File: src/sv/tca_pkg.sv
// ---------------------------------------------------------------------------
// Totalistic cellular automaton package
// Shared widths, codes and the command and status bundles between the
// sequencer and the datapath.
// ---------------------------------------------------------------------------
`default_nettype none

package tca_pkg;

  // Default sizes of the block.
  localparam int unsigned MaxCellsDef    = 64;
  localparam int unsigned MaxRadiusDef   = 4;
  localparam int unsigned RuleEntriesDef = 64;

  // Widths of the beat fields and of the configuration port.
  localparam int unsigned CmdW     = 2;
  localparam int unsigned IdxW     = 6;
  localparam int unsigned ValW     = 2;
  localparam int unsigned RadW     = 3;
  localparam int unsigned RowLenW  = 7;
  localparam int unsigned CfgIdxW  = 1;
  localparam int unsigned CfgDataW = 7;

  // Largest state a cell can hold.
  localparam int unsigned CellMax = (2 ** ValW) - 1;

  // Configuration values after reset.
  localparam logic [RadW-1:0]    RadiusRst = 3'd1;
  localparam logic [RowLenW-1:0] RowLenRst = 7'd64;

  // Input commands.
  typedef enum logic [CmdW-1:0] {
    CmdCellWr = 2'd0,
    CmdRuleWr = 2'd1,
    CmdStep   = 2'd2
  } cmd_e;

  // Configuration register indexes.
  typedef enum logic [CfgIdxW-1:0] {
    RegRadius = 1'b0,
    RegRowLen = 1'b1
  } cfg_reg_e;

  // Commands from the sequencer to the datapath.
  typedef struct packed {
    logic in_fire;     // an input beat is taken this cycle
    logic start;       // begin a generation step
    logic seek;        // walk the read pointer back by one cell
    logic prime_init;  // load the window read count
    logic rd_issue;    // read the cell under the pointer and advance it
    logic rd_slide;    // the read slides the window rather than filling it
    logic rule_rd;     // look up the current sum in the rule table
    logic emit;        // load the output register and write the new cell
  } ctrl_cmd_t;

  // Status from the datapath to the sequencer.
  typedef struct packed {
    logic cnt_zero;    // read or seek count exhausted
    logic is_last;     // the current cell is the last of the row
    logic out_free;    // the output register can take a beat
  } dp_sts_t;

endpackage

`default_nettype wire

File: src/sv/tca_ram.sv
// ---------------------------------------------------------------------------
// Generic RAM
// One write port and one read port with registered read data.
// ---------------------------------------------------------------------------
`default_nettype none

module tca_ram #(
  parameter int unsigned Width = 2,
  parameter int unsigned Depth = 64
) (
  input  logic                     clk_i,
  input  logic                     we_i,
  input  logic [$clog2(Depth)-1:0] waddr_i,
  input  logic [Width-1:0]         wdata_i,
  input  logic                     re_i,
  input  logic [$clog2(Depth)-1:0] raddr_i,
  output logic [Width-1:0]         rdata_o
);

  logic [Width-1:0] mem_q [Depth];
  logic [Width-1:0] rdata_q;

  // Write port.
  always_ff @(posedge clk_i) begin
    if (we_i) begin
      mem_q[waddr_i] <= wdata_i;
    end
  end

  // Registered read port.
  always_ff @(posedge clk_i) begin
    if (re_i) begin
      rdata_q <= mem_q[raddr_i];
    end
  end

  assign rdata_o = rdata_q;

endmodule

`default_nettype wire

File: src/sv/tca_ctrl.sv
// ---------------------------------------------------------------------------
// Totalistic cellular automaton sequencer
// Takes command beats and steps the datapath through the seek, window fill
// and per-cell lookup and output phases of one generation.
// ---------------------------------------------------------------------------
`default_nettype none

module tca_ctrl (
  input  logic                       clk_i,
  input  logic                       rst_ni,
  input  logic                       in_valid_i,
  input  logic [tca_pkg::CmdW-1:0]   in_cmd_i,
  output logic                       in_ready_o,
  input  tca_pkg::dp_sts_t           sts_i,
  output tca_pkg::ctrl_cmd_t         cmd_o
);

  import tca_pkg::*;

  typedef enum logic [5:0] {
    StIdle  = 6'b000001,
    StSeek  = 6'b000010,
    StPrime = 6'b000100,
    StWait  = 6'b001000,
    StLook  = 6'b010000,
    StEmit  = 6'b100000
  } state_e;

  state_e state_q, state_d;
  logic   in_fire;

  assign in_ready_o = (state_q == StIdle);
  assign in_fire    = in_valid_i && in_ready_o;

  // Next state and datapath commands.
  always_comb begin
    state_d        = state_q;
    cmd_o          = '0;
    cmd_o.in_fire  = in_fire;
    unique case (state_q)
      StIdle: begin
        if (in_fire && (in_cmd_i == CmdStep)) begin
          cmd_o.start = 1'b1;
          state_d     = StSeek;
        end
      end
      // Move the pointer to the left edge of the first window.
      StSeek: begin
        if (sts_i.cnt_zero) begin
          cmd_o.prime_init = 1'b1;
          state_d          = StPrime;
        end else begin
          cmd_o.seek = 1'b1;
        end
      end
      // Read the whole window of the first cell.
      StPrime: begin
        cmd_o.rd_issue = 1'b1;
        if (sts_i.cnt_zero) begin
          state_d = StWait;
        end
      end
      // The last window read returns here.
      StWait: begin
        state_d = StLook;
      end
      // Look up the sum and fetch the cell entering the next window.
      StLook: begin
        if (sts_i.out_free) begin
          cmd_o.rule_rd = 1'b1;
          if (!sts_i.is_last) begin
            cmd_o.rd_issue = 1'b1;
            cmd_o.rd_slide = 1'b1;
          end
          state_d = StEmit;
        end
      end
      StEmit: begin
        cmd_o.emit = 1'b1;
        state_d    = sts_i.is_last ? StIdle : StLook;
      end
      default: begin
        state_d = StIdle;
      end
    endcase
  end

  always_ff @(posedge clk_i or negedge rst_ni) begin
    if (!rst_ni) begin
      state_q <= StIdle;
    end else begin
      state_q <= state_d;
    end
  end

endmodule

`default_nettype wire

File: src/sv/tca_dp.sv
// ---------------------------------------------------------------------------
// Totalistic cellular automaton datapath
// Holds the configuration, the cell and rule memories, the sliding window
// with its running sum, and the output register.
// ---------------------------------------------------------------------------
`default_nettype none

module tca_dp #(
  parameter int unsigned MaxCells    = tca_pkg::MaxCellsDef,
  parameter int unsigned MaxRadius   = tca_pkg::MaxRadiusDef,
  parameter int unsigned RuleEntries = tca_pkg::RuleEntriesDef
) (
  input  logic                         clk_i,
  input  logic                         rst_ni,
  input  logic                         cfg_we_i,
  input  logic [tca_pkg::CfgIdxW-1:0]  cfg_idx_i,
  input  logic [tca_pkg::CfgDataW-1:0] cfg_wdata_i,
  input  logic [tca_pkg::CmdW-1:0]     in_cmd_i,
  input  logic [tca_pkg::IdxW-1:0]     in_idx_i,
  input  logic [tca_pkg::ValW-1:0]     in_val_i,
  input  tca_pkg::ctrl_cmd_t           cmd_i,
  output tca_pkg::dp_sts_t             sts_o,
  output logic                         out_vld_o,
  input  logic                         out_rdy_i,
  output logic [tca_pkg::IdxW-1:0]     out_idx_o,
  output logic [tca_pkg::ValW-1:0]     out_val_o,
  output logic                         out_last_o
);

  import tca_pkg::*;

  localparam int unsigned CW  = $clog2(MaxCells);
  localparam int unsigned LW  = $clog2(MaxCells + 1);
  localparam int unsigned Win = 2 * MaxRadius + 1;
  localparam int unsigned WIW = $clog2(Win);
  localparam int unsigned SW  = $clog2(Win * CellMax + 1);
  localparam int unsigned RW  = $clog2(RuleEntries);

  // Configuration registers.
  logic [RadW-1:0]    rad_q;
  logic [RowLenW-1:0] rowlen_q;

  always_ff @(posedge clk_i or negedge rst_ni) begin
    if (!rst_ni) begin
      rad_q    <= RadiusRst;
      rowlen_q <= RowLenRst;
    end else if (cfg_we_i) begin
      unique case (cfg_reg_e'(cfg_idx_i))
        RegRadius: rad_q    <= cfg_wdata_i[RadW-1:0];
        RegRowLen: rowlen_q <= cfg_wdata_i[RowLenW-1:0];
        default:   rad_q    <= rad_q;
      endcase
    end
  end

  // Row length and radius in use, clamped to what the block holds.
  logic [LW-1:0]  len;
  logic [CW-1:0]  len_m1;
  logic [WIW-1:0] rad;
  logic [WIW-1:0] two_r;

  always_comb begin
    if (rowlen_q == '0) begin
      len = LW'(1);
    end else if (32'(rowlen_q) > 32'(MaxCells)) begin
      len = LW'(MaxCells);
    end else begin
      len = LW'(rowlen_q);
    end
    if (32'(rad_q) > 32'(MaxRadius)) begin
      rad = WIW'(MaxRadius);
    end else begin
      rad = WIW'(rad_q);
    end
  end

  assign len_m1 = CW'(len - LW'(1));
  assign two_r  = rad << 1;

  // Sequencing registers.
  logic [CW-1:0]  ptr_q;
  logic [CW-1:0]  cur_i_q;
  logic [WIW-1:0] cnt_q;
  logic [SW-1:0]  sum_q;
  logic [CW-1:0]  ptr_inc;
  logic [CW-1:0]  ptr_dec;

  assign ptr_inc = (ptr_q == len_m1) ? '0 : ptr_q + CW'(1);
  assign ptr_dec = (ptr_q == '0) ? len_m1 : ptr_q - CW'(1);

  always_ff @(posedge clk_i) begin
    if (cmd_i.start) begin
      ptr_q   <= '0;
      cnt_q   <= rad;
      cur_i_q <= '0;
    end else begin
      if (cmd_i.seek) begin
        ptr_q <= ptr_dec;
        cnt_q <= cnt_q - WIW'(1);
      end else if (cmd_i.prime_init) begin
        cnt_q <= two_r;
      end else if (cmd_i.rd_issue) begin
        ptr_q <= ptr_inc;
        cnt_q <= cnt_q - WIW'(1);
      end
      if (cmd_i.emit) begin
        cur_i_q <= cur_i_q + CW'(1);
      end
    end
  end

  // Write decode for command beats.
  logic cell_wr_in;
  logic rule_wr;

  assign cell_wr_in = cmd_i.in_fire && (in_cmd_i == CmdCellWr) &&
                      (32'(in_idx_i) < 32'(len));
  assign rule_wr    = cmd_i.in_fire && (in_cmd_i == CmdRuleWr) &&
                      (32'(in_idx_i) < 32'(RuleEntries));

  // Rule table with valid bits standing in for the cleared contents.
  logic [ValW-1:0]        rule_rdata;
  logic [RuleEntries-1:0] rule_vld_q;
  logic [RW-1:0]          rule_raddr_q;
  logic                   rule_oor_q;
  logic [ValW-1:0]        rule_val;

  tca_ram #(
    .Width (ValW),
    .Depth (RuleEntries)
  ) u_rule_ram (
    .clk_i   (clk_i),
    .we_i    (rule_wr),
    .waddr_i (RW'(in_idx_i)),
    .wdata_i (in_val_i),
    .re_i    (cmd_i.rule_rd),
    .raddr_i (RW'(sum_q)),
    .rdata_o (rule_rdata)
  );

  always_ff @(posedge clk_i or negedge rst_ni) begin
    if (!rst_ni) begin
      rule_vld_q <= '0;
    end else if (rule_wr) begin
      rule_vld_q[RW'(in_idx_i)] <= 1'b1;
    end
  end

  // A sum beyond the table gives state zero.
  always_ff @(posedge clk_i) begin
    if (cmd_i.rule_rd) begin
      rule_raddr_q <= RW'(sum_q);
      rule_oor_q   <= (32'(sum_q) >= 32'(RuleEntries));
    end
  end

  assign rule_val = rule_oor_q ? '0 : (rule_rdata & {ValW{rule_vld_q[rule_raddr_q]}});

  // Cell store, also with valid bits.
  logic                cell_we;
  logic [CW-1:0]       cell_waddr;
  logic [ValW-1:0]     cell_wdata;
  logic [ValW-1:0]     cell_rdata;
  logic [MaxCells-1:0] cell_vld_q;

  assign cell_we    = cell_wr_in || cmd_i.emit;
  assign cell_waddr = cmd_i.emit ? cur_i_q : CW'(in_idx_i);
  assign cell_wdata = cmd_i.emit ? rule_val : in_val_i;

  tca_ram #(
    .Width (ValW),
    .Depth (MaxCells)
  ) u_cell_ram (
    .clk_i   (clk_i),
    .we_i    (cell_we),
    .waddr_i (cell_waddr),
    .wdata_i (cell_wdata),
    .re_i    (cmd_i.rd_issue),
    .raddr_i (ptr_q),
    .rdata_o (cell_rdata)
  );

  always_ff @(posedge clk_i or negedge rst_ni) begin
    if (!rst_ni) begin
      cell_vld_q <= '0;
    end else if (cell_we) begin
      cell_vld_q[cell_waddr] <= 1'b1;
    end
  end

  // Tracking of the cell read in flight. Cells below the current index have
  // already been replaced, so their old state comes from the save registers.
  logic            rd_vld_q;
  logic [CW-1:0]   pos_q;
  logic            from_save_q;
  logic            slide_q;

  always_ff @(posedge clk_i or negedge rst_ni) begin
    if (!rst_ni) begin
      rd_vld_q <= 1'b0;
    end else begin
      rd_vld_q <= cmd_i.rd_issue;
    end
  end

  always_ff @(posedge clk_i) begin
    if (cmd_i.rd_issue) begin
      pos_q       <= ptr_q;
      from_save_q <= (ptr_q < cur_i_q);
      slide_q     <= cmd_i.rd_slide;
    end
  end

  // Old states of the lowest cells, needed again once the window wraps.
  logic [ValW-1:0] save_q [Win];
  logic [ValW-1:0] ret_val;
  logic            save_hit;

  assign ret_val  = from_save_q ? save_q[WIW'(pos_q)]
                                : (cell_rdata & {ValW{cell_vld_q[pos_q]}});
  assign save_hit = !from_save_q && (32'(pos_q) < 32'(Win));

  always_ff @(posedge clk_i) begin
    if (rd_vld_q && save_hit) begin
      save_q[WIW'(pos_q)] <= ret_val;
    end
  end

  // Window of old states; the oldest active entry leaves when it slides.
  logic [ValW-1:0] win_q [Win];
  logic [WIW-1:0]  tap_idx;
  logic [SW-1:0]   sum_d;

  assign tap_idx = WIW'(Win - 1) - two_r;
  assign sum_d   = sum_q + SW'(ret_val) - (slide_q ? SW'(win_q[tap_idx]) : '0);

  always_ff @(posedge clk_i) begin
    if (rd_vld_q) begin
      for (int k = 0; k < Win - 1; k++) begin
        win_q[k] <= win_q[k+1];
      end
      win_q[Win-1] <= ret_val;
    end
  end

  always_ff @(posedge clk_i) begin
    if (cmd_i.start) begin
      sum_q <= '0;
    end else if (rd_vld_q) begin
      sum_q <= sum_d;
    end
  end

  // Output register.
  logic            out_vld_q;
  logic [IdxW-1:0] out_idx_q;
  logic [ValW-1:0] out_val_q;
  logic            out_last_q;

  always_ff @(posedge clk_i or negedge rst_ni) begin
    if (!rst_ni) begin
      out_vld_q <= 1'b0;
    end else if (cmd_i.emit) begin
      out_vld_q <= 1'b1;
    end else if (out_rdy_i) begin
      out_vld_q <= 1'b0;
    end
  end

  always_ff @(posedge clk_i) begin
    if (cmd_i.emit) begin
      out_idx_q  <= IdxW'(cur_i_q);
      out_val_q  <= rule_val;
      out_last_q <= (cur_i_q == len_m1);
    end
  end

  assign out_vld_o  = out_vld_q;
  assign out_idx_o  = out_idx_q;
  assign out_val_o  = out_val_q;
  assign out_last_o = out_last_q;

  // Status to the sequencer.
  assign sts_o.cnt_zero = (cnt_q == '0);
  assign sts_o.is_last  = (cur_i_q == len_m1);
  assign sts_o.out_free = !out_vld_q || out_rdy_i;

endmodule

`default_nettype wire

File: src/sv/totalistic_ca_row_step.sv
// ---------------------------------------------------------------------------
// One-dimensional totalistic cellular automaton
// Circular row of four-state cells with a rule table indexed by the sum of
// each cell's neighbourhood; one generation per step command.
// ---------------------------------------------------------------------------
// Each input beat carries a command in tuser and an index and value in
// tdata. A step command makes the block read the cell memory to form the
// first window (it walks the pointer back to the left edge of the window,
// reads its 2r+1 cells and waits for the last read to return), then
// handles each cell in a look state for the registered rule table read
// and an emit state to load the output register. The cells are written
// back in place as they are produced. The cell store and the rule table
// read as zero after reset. The next command beat is taken once the last
// cell of a step has been loaded into the output register.
`default_nettype none

module totalistic_ca_row_step #(
  parameter int unsigned MaxCells    = tca_pkg::MaxCellsDef,
  parameter int unsigned MaxRadius   = tca_pkg::MaxRadiusDef,
  parameter int unsigned RuleEntries = tca_pkg::RuleEntriesDef
) (
  input  logic                         clk_i,
  input  logic                         rst_ni,
  // Command stream
  input  logic                         s_axis_tvalid,
  output logic                         s_axis_tready,
  input  logic [7:0]                   s_axis_tdata,   // [5:0] index, [7:6] value
  input  logic [tca_pkg::CmdW-1:0]     s_axis_tuser,   // [1:0] cmd
  // New row stream
  output logic                         m_axis_tvalid,
  input  logic                         m_axis_tready,
  output logic [7:0]                   m_axis_tdata,   // [5:0] cell_index, [7:6] cell_value
  output logic                         m_axis_tlast,
  // Configuration write port
  input  logic                         cfg_we_i,
  input  logic [tca_pkg::CfgIdxW-1:0]  cfg_idx_i,
  input  logic [tca_pkg::CfgDataW-1:0] cfg_wdata_i
);

  import tca_pkg::*;

  ctrl_cmd_t       cmd;
  dp_sts_t         sts;
  logic [IdxW-1:0] out_idx;
  logic [ValW-1:0] out_val;

  tca_ctrl u_ctrl (
    .clk_i      (clk_i),
    .rst_ni     (rst_ni),
    .in_valid_i (s_axis_tvalid),
    .in_cmd_i   (s_axis_tuser),
    .in_ready_o (s_axis_tready),
    .sts_i      (sts),
    .cmd_o      (cmd)
  );

  tca_dp #(
    .MaxCells    (MaxCells),
    .MaxRadius   (MaxRadius),
    .RuleEntries (RuleEntries)
  ) u_dp (
    .clk_i       (clk_i),
    .rst_ni      (rst_ni),
    .cfg_we_i    (cfg_we_i),
    .cfg_idx_i   (cfg_idx_i),
    .cfg_wdata_i (cfg_wdata_i),
    .in_cmd_i    (s_axis_tuser),
    .in_idx_i    (s_axis_tdata[IdxW-1:0]),
    .in_val_i    (s_axis_tdata[IdxW+ValW-1:IdxW]),
    .cmd_i       (cmd),
    .sts_o       (sts),
    .out_vld_o   (m_axis_tvalid),
    .out_rdy_i   (m_axis_tready),
    .out_idx_o   (out_idx),
    .out_val_o   (out_val),
    .out_last_o  (m_axis_tlast)
  );

  assign m_axis_tdata = {out_val, out_idx};

endmodule

`default_nettype wire

File: config.mk
export PLATFORM = sky130hd
export DESIGN_NAME = totalistic_ca_row_step
export DESIGN_NICKNAME = d
export VERILOG_FILES = /design/src/sv/tca_pkg.sv /design/src/sv/tca_ram.sv /design/src/sv/tca_ctrl.sv /design/src/sv/tca_dp.sv /design/src/sv/totalistic_ca_row_step.sv
export SDC_FILE = /design/constraint.sdc
export NUM_CORES = 1
export LEC_CHECK = 0
export ABC_CLOCK_PERIOD_IN_PS = 8000
export BUFFER_PORTS_ARGS = -buffer_cell sky130_fd_sc_hd__buf_2
export CAP_MARGIN = 20
export CORE_ASPECT_RATIO = 1.1
export CORE_MARGIN = 5
export CORE_UTILIZATION = 59
export CTS_CLUSTER_DIAMETER = 80
export CTS_CLUSTER_SIZE = 12
export DETAILED_ROUTE_END_ITERATION = 10
export MAX_ROUTING_LAYER = met4
export PLACE_DENSITY = 0.76
export SLEW_MARGIN = 25
export SYNTH_ARGS = -nofsm -noshare
export SYNTH_HDL_FRONTEND = slang
export SYNTH_SLANG_ARGS = --single-unit
File: constraint.sdc
create_clock -name clk_i -period 8 [get_ports clk_i]
set_clock_uncertainty 0.15 [all_clocks]
set_input_delay 0.4 -clock clk_i [delete_from_list [all_inputs] [get_ports clk_i]]
set_output_delay 0.4 -clock clk_i [all_outputs]
set_load 0.03 [all_outputs]
==> run metrics <==
status=complete, no violations; Avg WL per Cell=about 23 um; Total Wirelength=about 37,000 um; I/O pin cnt=34; drt pass-1 iters=5; Seq/Total Area, Yosys=0.650; final period utilization=0.601; CP endpoint kind=flop; gr usage total=0.243; CTS max path bufs=3; insertion delay to the later sink of the worst-skew pair=approximately 0.53 ns; total of max-cap violations=0; cells on worst reg2reg path=8; Setup crit start kind=flop; total chip power=around 4.3 mW; initial DRC count=between 900 and 1,000; final core utilization=0.654; Max FO, Critical Path=27; chip width=roughly 170 um; Synth Flop Type=edfxtp_1; setup violators final=0; CTS clk-pin slew, worst paths=0.06 ns; initial antenna violation count=0; vias in the first global route=between 10,000 and 15,000; hold-critical path depth=3; Max rail drop VDD=approximately 0.21 mV; worst-path cell chain=nor2_1 -> nand4b_1 -> clkinv_1 -> nor4_1 -> o21ai_0 -> o31ai_2 -> nand2_1 -> nor2_1; vias per cell=6.21; Port Buffers=33; Levels on crit path=8; fill count=just under 2,000; EDFF count, synth=~260; WP buf/inv=1; top cell family by delay on the critical path=simple AND/OR/NAND/NOR gates; starting density of the core=0.594; Nets=around 1,200; Period minus WS final=between 4 and 5 ns; Inserted Clock Buffers=38; CP Data Arrival Time=4.86 ns; syn nets=1,172; Sum Neg Setup Slack=0 ns; LEAKAGE=roughly 6.4 nW; slowest CP cell=clkinv_1; final worst slack=3.19 ns; cells after synthesis=roughly 1,100; largest net degree at the start of global routing=between 60 and 70; layout cell share with drive strength beyond 1=0.234; grt total ovfl=0; Pwr per Cell Area=between 200 and 250 nW/um^2; DP Wirelength=around 24,000 um; pre-CTS setup slack=around 3.3 ns; Syn Area/Cell=between 15 and 20 um^2; routability congestion estimate=approximately 0.89; Cell variety after synth=66; Req. time, crit path=8.05 ns; die height=roughly 190 um; DIE AREA=32,200 um^2; FF+latch count, synth=between 300 and 400; via count=9,720; ys async rst share=0.290; worst hold-check path type=primary input to flop; CTS root buf=clkbuf_16; # clock sinks=roughly 390; critical path's largest stage delay=0.87 ns; Slew Viols, Final=0; row count=between 60 and 70; # DRC=0; # Post-CTS Setup Buffers=0; Slew HR=0.288; most frequent CP cell=nor2_1; area delta synth->final=10.2%; Crit Path Class=flop to flop; cts hold-fix bufs=9; first-pass GRT wire length=between 50,000 and 60,000 um; Clock H-tree levels=2; Fin. Hold Viols=0; fmax=between 200 and 250 MHz; Inserted Diodes=0; unrepaired setup endpoints after global routing=false; Routed Antenna Nets=0; TritonCTS clock tree=done; cts repair resizes=0; Worst Tran Pin Value=1.07 ns; Core ar.=about 29,000 um^2; synthesized area=between 15,000 and 20,000 um^2; Ys Warns=0
flip-flops by register name (all words and copies together) (netlist names), 7 cells and up, named ones only:
register,count
u_dp.u_rule_ram.mem_q,64
u_dp.cell_vld_q,64
u_dp.rule_vld_q,32
u_dp.win_q,18
u_dp.u_cell_ram.mem_q,128
u_dp.save_q,18
u_dp.rowlen_q,7
layout make-up:
class | instances | area, um^2 | area share
tap | 368 | 460 | 0.0246
clock buffer | 67 | 1080 | 0.0579
sequential | 393 | 11000 | 0.590
timing repair buffer | 52 | 333 | 0.0178
clock inverter | 3 | 37.5 | 0.00201
multi-input combinational | 656 | 5650 | 0.302
inverter | 25 | 93.8 | 0.00502
power breakdown:
| group | total [mW] | switching [mW] | internal, mW | leakage, nW |
|---|---|---|---|---|
| Combinational | 0.383 | 0.207 | 0.176 | 2.06 |
| Clock | 1.64 | 0.723 | 0.919 | 0.531 |
| Sequential | 2.23 | 0.0307 | 2.20 | 3.79 |
| Total | 4.25 | 0.961 | 3.29 | 6.38 |
metal layers:
layer / share of wire / global-route usage / vias to the layer above
met3: 0.061 / 0.0371 / 70
met4: 0.034 / 0.0750 / 0
met1: 0.40 / 0.325 / 4957
li1: - / - / 4317
met5: 0 / - / -
met2: 0.51 / 0.392 / 376
per-stage QoR:
stage	instance area (um^2)	hold WS [ns]	std cells
after floorplan	17000	-0.0456	1125
after global placement	17500	0.251	1485
after detailed placement	17500	0.255	1485
after CTS	18700	0.135	1564
after global routing	18700	0.150	1564
final	18700	0.145	1564
final timing paths:
check | startpoint | to | slack, ns
min in group asynchronous | rst_ni | u_dp.cell_vld_q[18] | 0.32
max in group asynchronous | rst_ni | u_dp.cell_vld_q[6] | 6.11
max | u_ctrl.state_q[0] | u_dp.u_cell_ram.mem_q[25][1] | 3.19
max reg2reg | u_ctrl.state_q[0] | u_dp.u_cell_ram.mem_q[25][1] | 3.19
min | cfg_idx_i | u_dp.rad_q[1] | 0.15
min reg2reg | u_dp.win_q[7][0] | u_dp.win_q[6][0] | 0.27
cells in the mapped netlist (all sizes together) (3+ instances only):
master,instances,share of area
a211oi,7,0.0031
o21ai,21,0.0062
or3,4,0.0015
nand2b,20,0.0074
nor3,13,0.0038
o21bai,33,0.015
clkbuf,35,0.0077
dfstp,3,0.0046
mux2i,13,0.0077
a21o,5,0.0022
o32ai,3,0.0020
or4,3,0.0015
mux4,96,0.13
nand3,15,0.0044
a31oi,5,0.0018
ha,22,0.016
xor2,5,0.0026
dfrtp,111,0.16
or2,69,0.025
mux2,18,0.012
clkinv,3,0.00066
nor4,7,0.0026
xnor2,23,0.012
edfxtp,258,0.46
buf,16,0.0049
o31a,3,0.0016
inv,22,0.0049
nand4,6,0.0022
o31ai,5,0.0025
dfxtp,21,0.025
a311oi,3,0.0019
a21oi,17,0.0050
nor2b,11,0.0041
nor2,139,0.031
nand2,60,0.013
cell usage in the layout (no fill, tap or decap), types with 9 or more instances in the layout:
cell type / count
a21oi_1: 17
buf_2: 32
buf_4: 11
clkbuf_1: 28
clkbuf_16: 39
dfrtp_1: 110
dfxtp_1: 19
dlygate4sd3_1: 9
edfxtp_1: 258
ha_1: 22
inv_1: 21
mux2_2: 18
mux2i_1: 13
mux4_2: 96
nand2_1: 58
nand2b_1: 20
nand3_1: 15
nor2_1: 139
nor2b_1: 11
nor3_1: 13
o21ai_0: 19
o21bai_1: 33
or2_2: 63
xnor2_1: 23
worst reg2reg max path, stage by stage, from the launching register on:
cell      delay [ns]
dfstp_2         0.60
nor2_1          0.11
nand4b_1        0.62
clkinv_1        0.87
nor4_1          0.43
o21ai_0         0.24
o31ai_2         0.40
nand2_1         0.62
nor2_1          0.43
logic make-up after synthesis:
family	synth area share
AO/OA/AOI/OAI	0.0495
XOR/XNOR	0.0145
adder cells (fa/ha/maj)	0.0186
buffers and inverters	0.0182
flip-flops	0.650
multiplexers	0.147
AND/OR/NAND/NOR	0.102
Power figures use the tool's default switching activity.
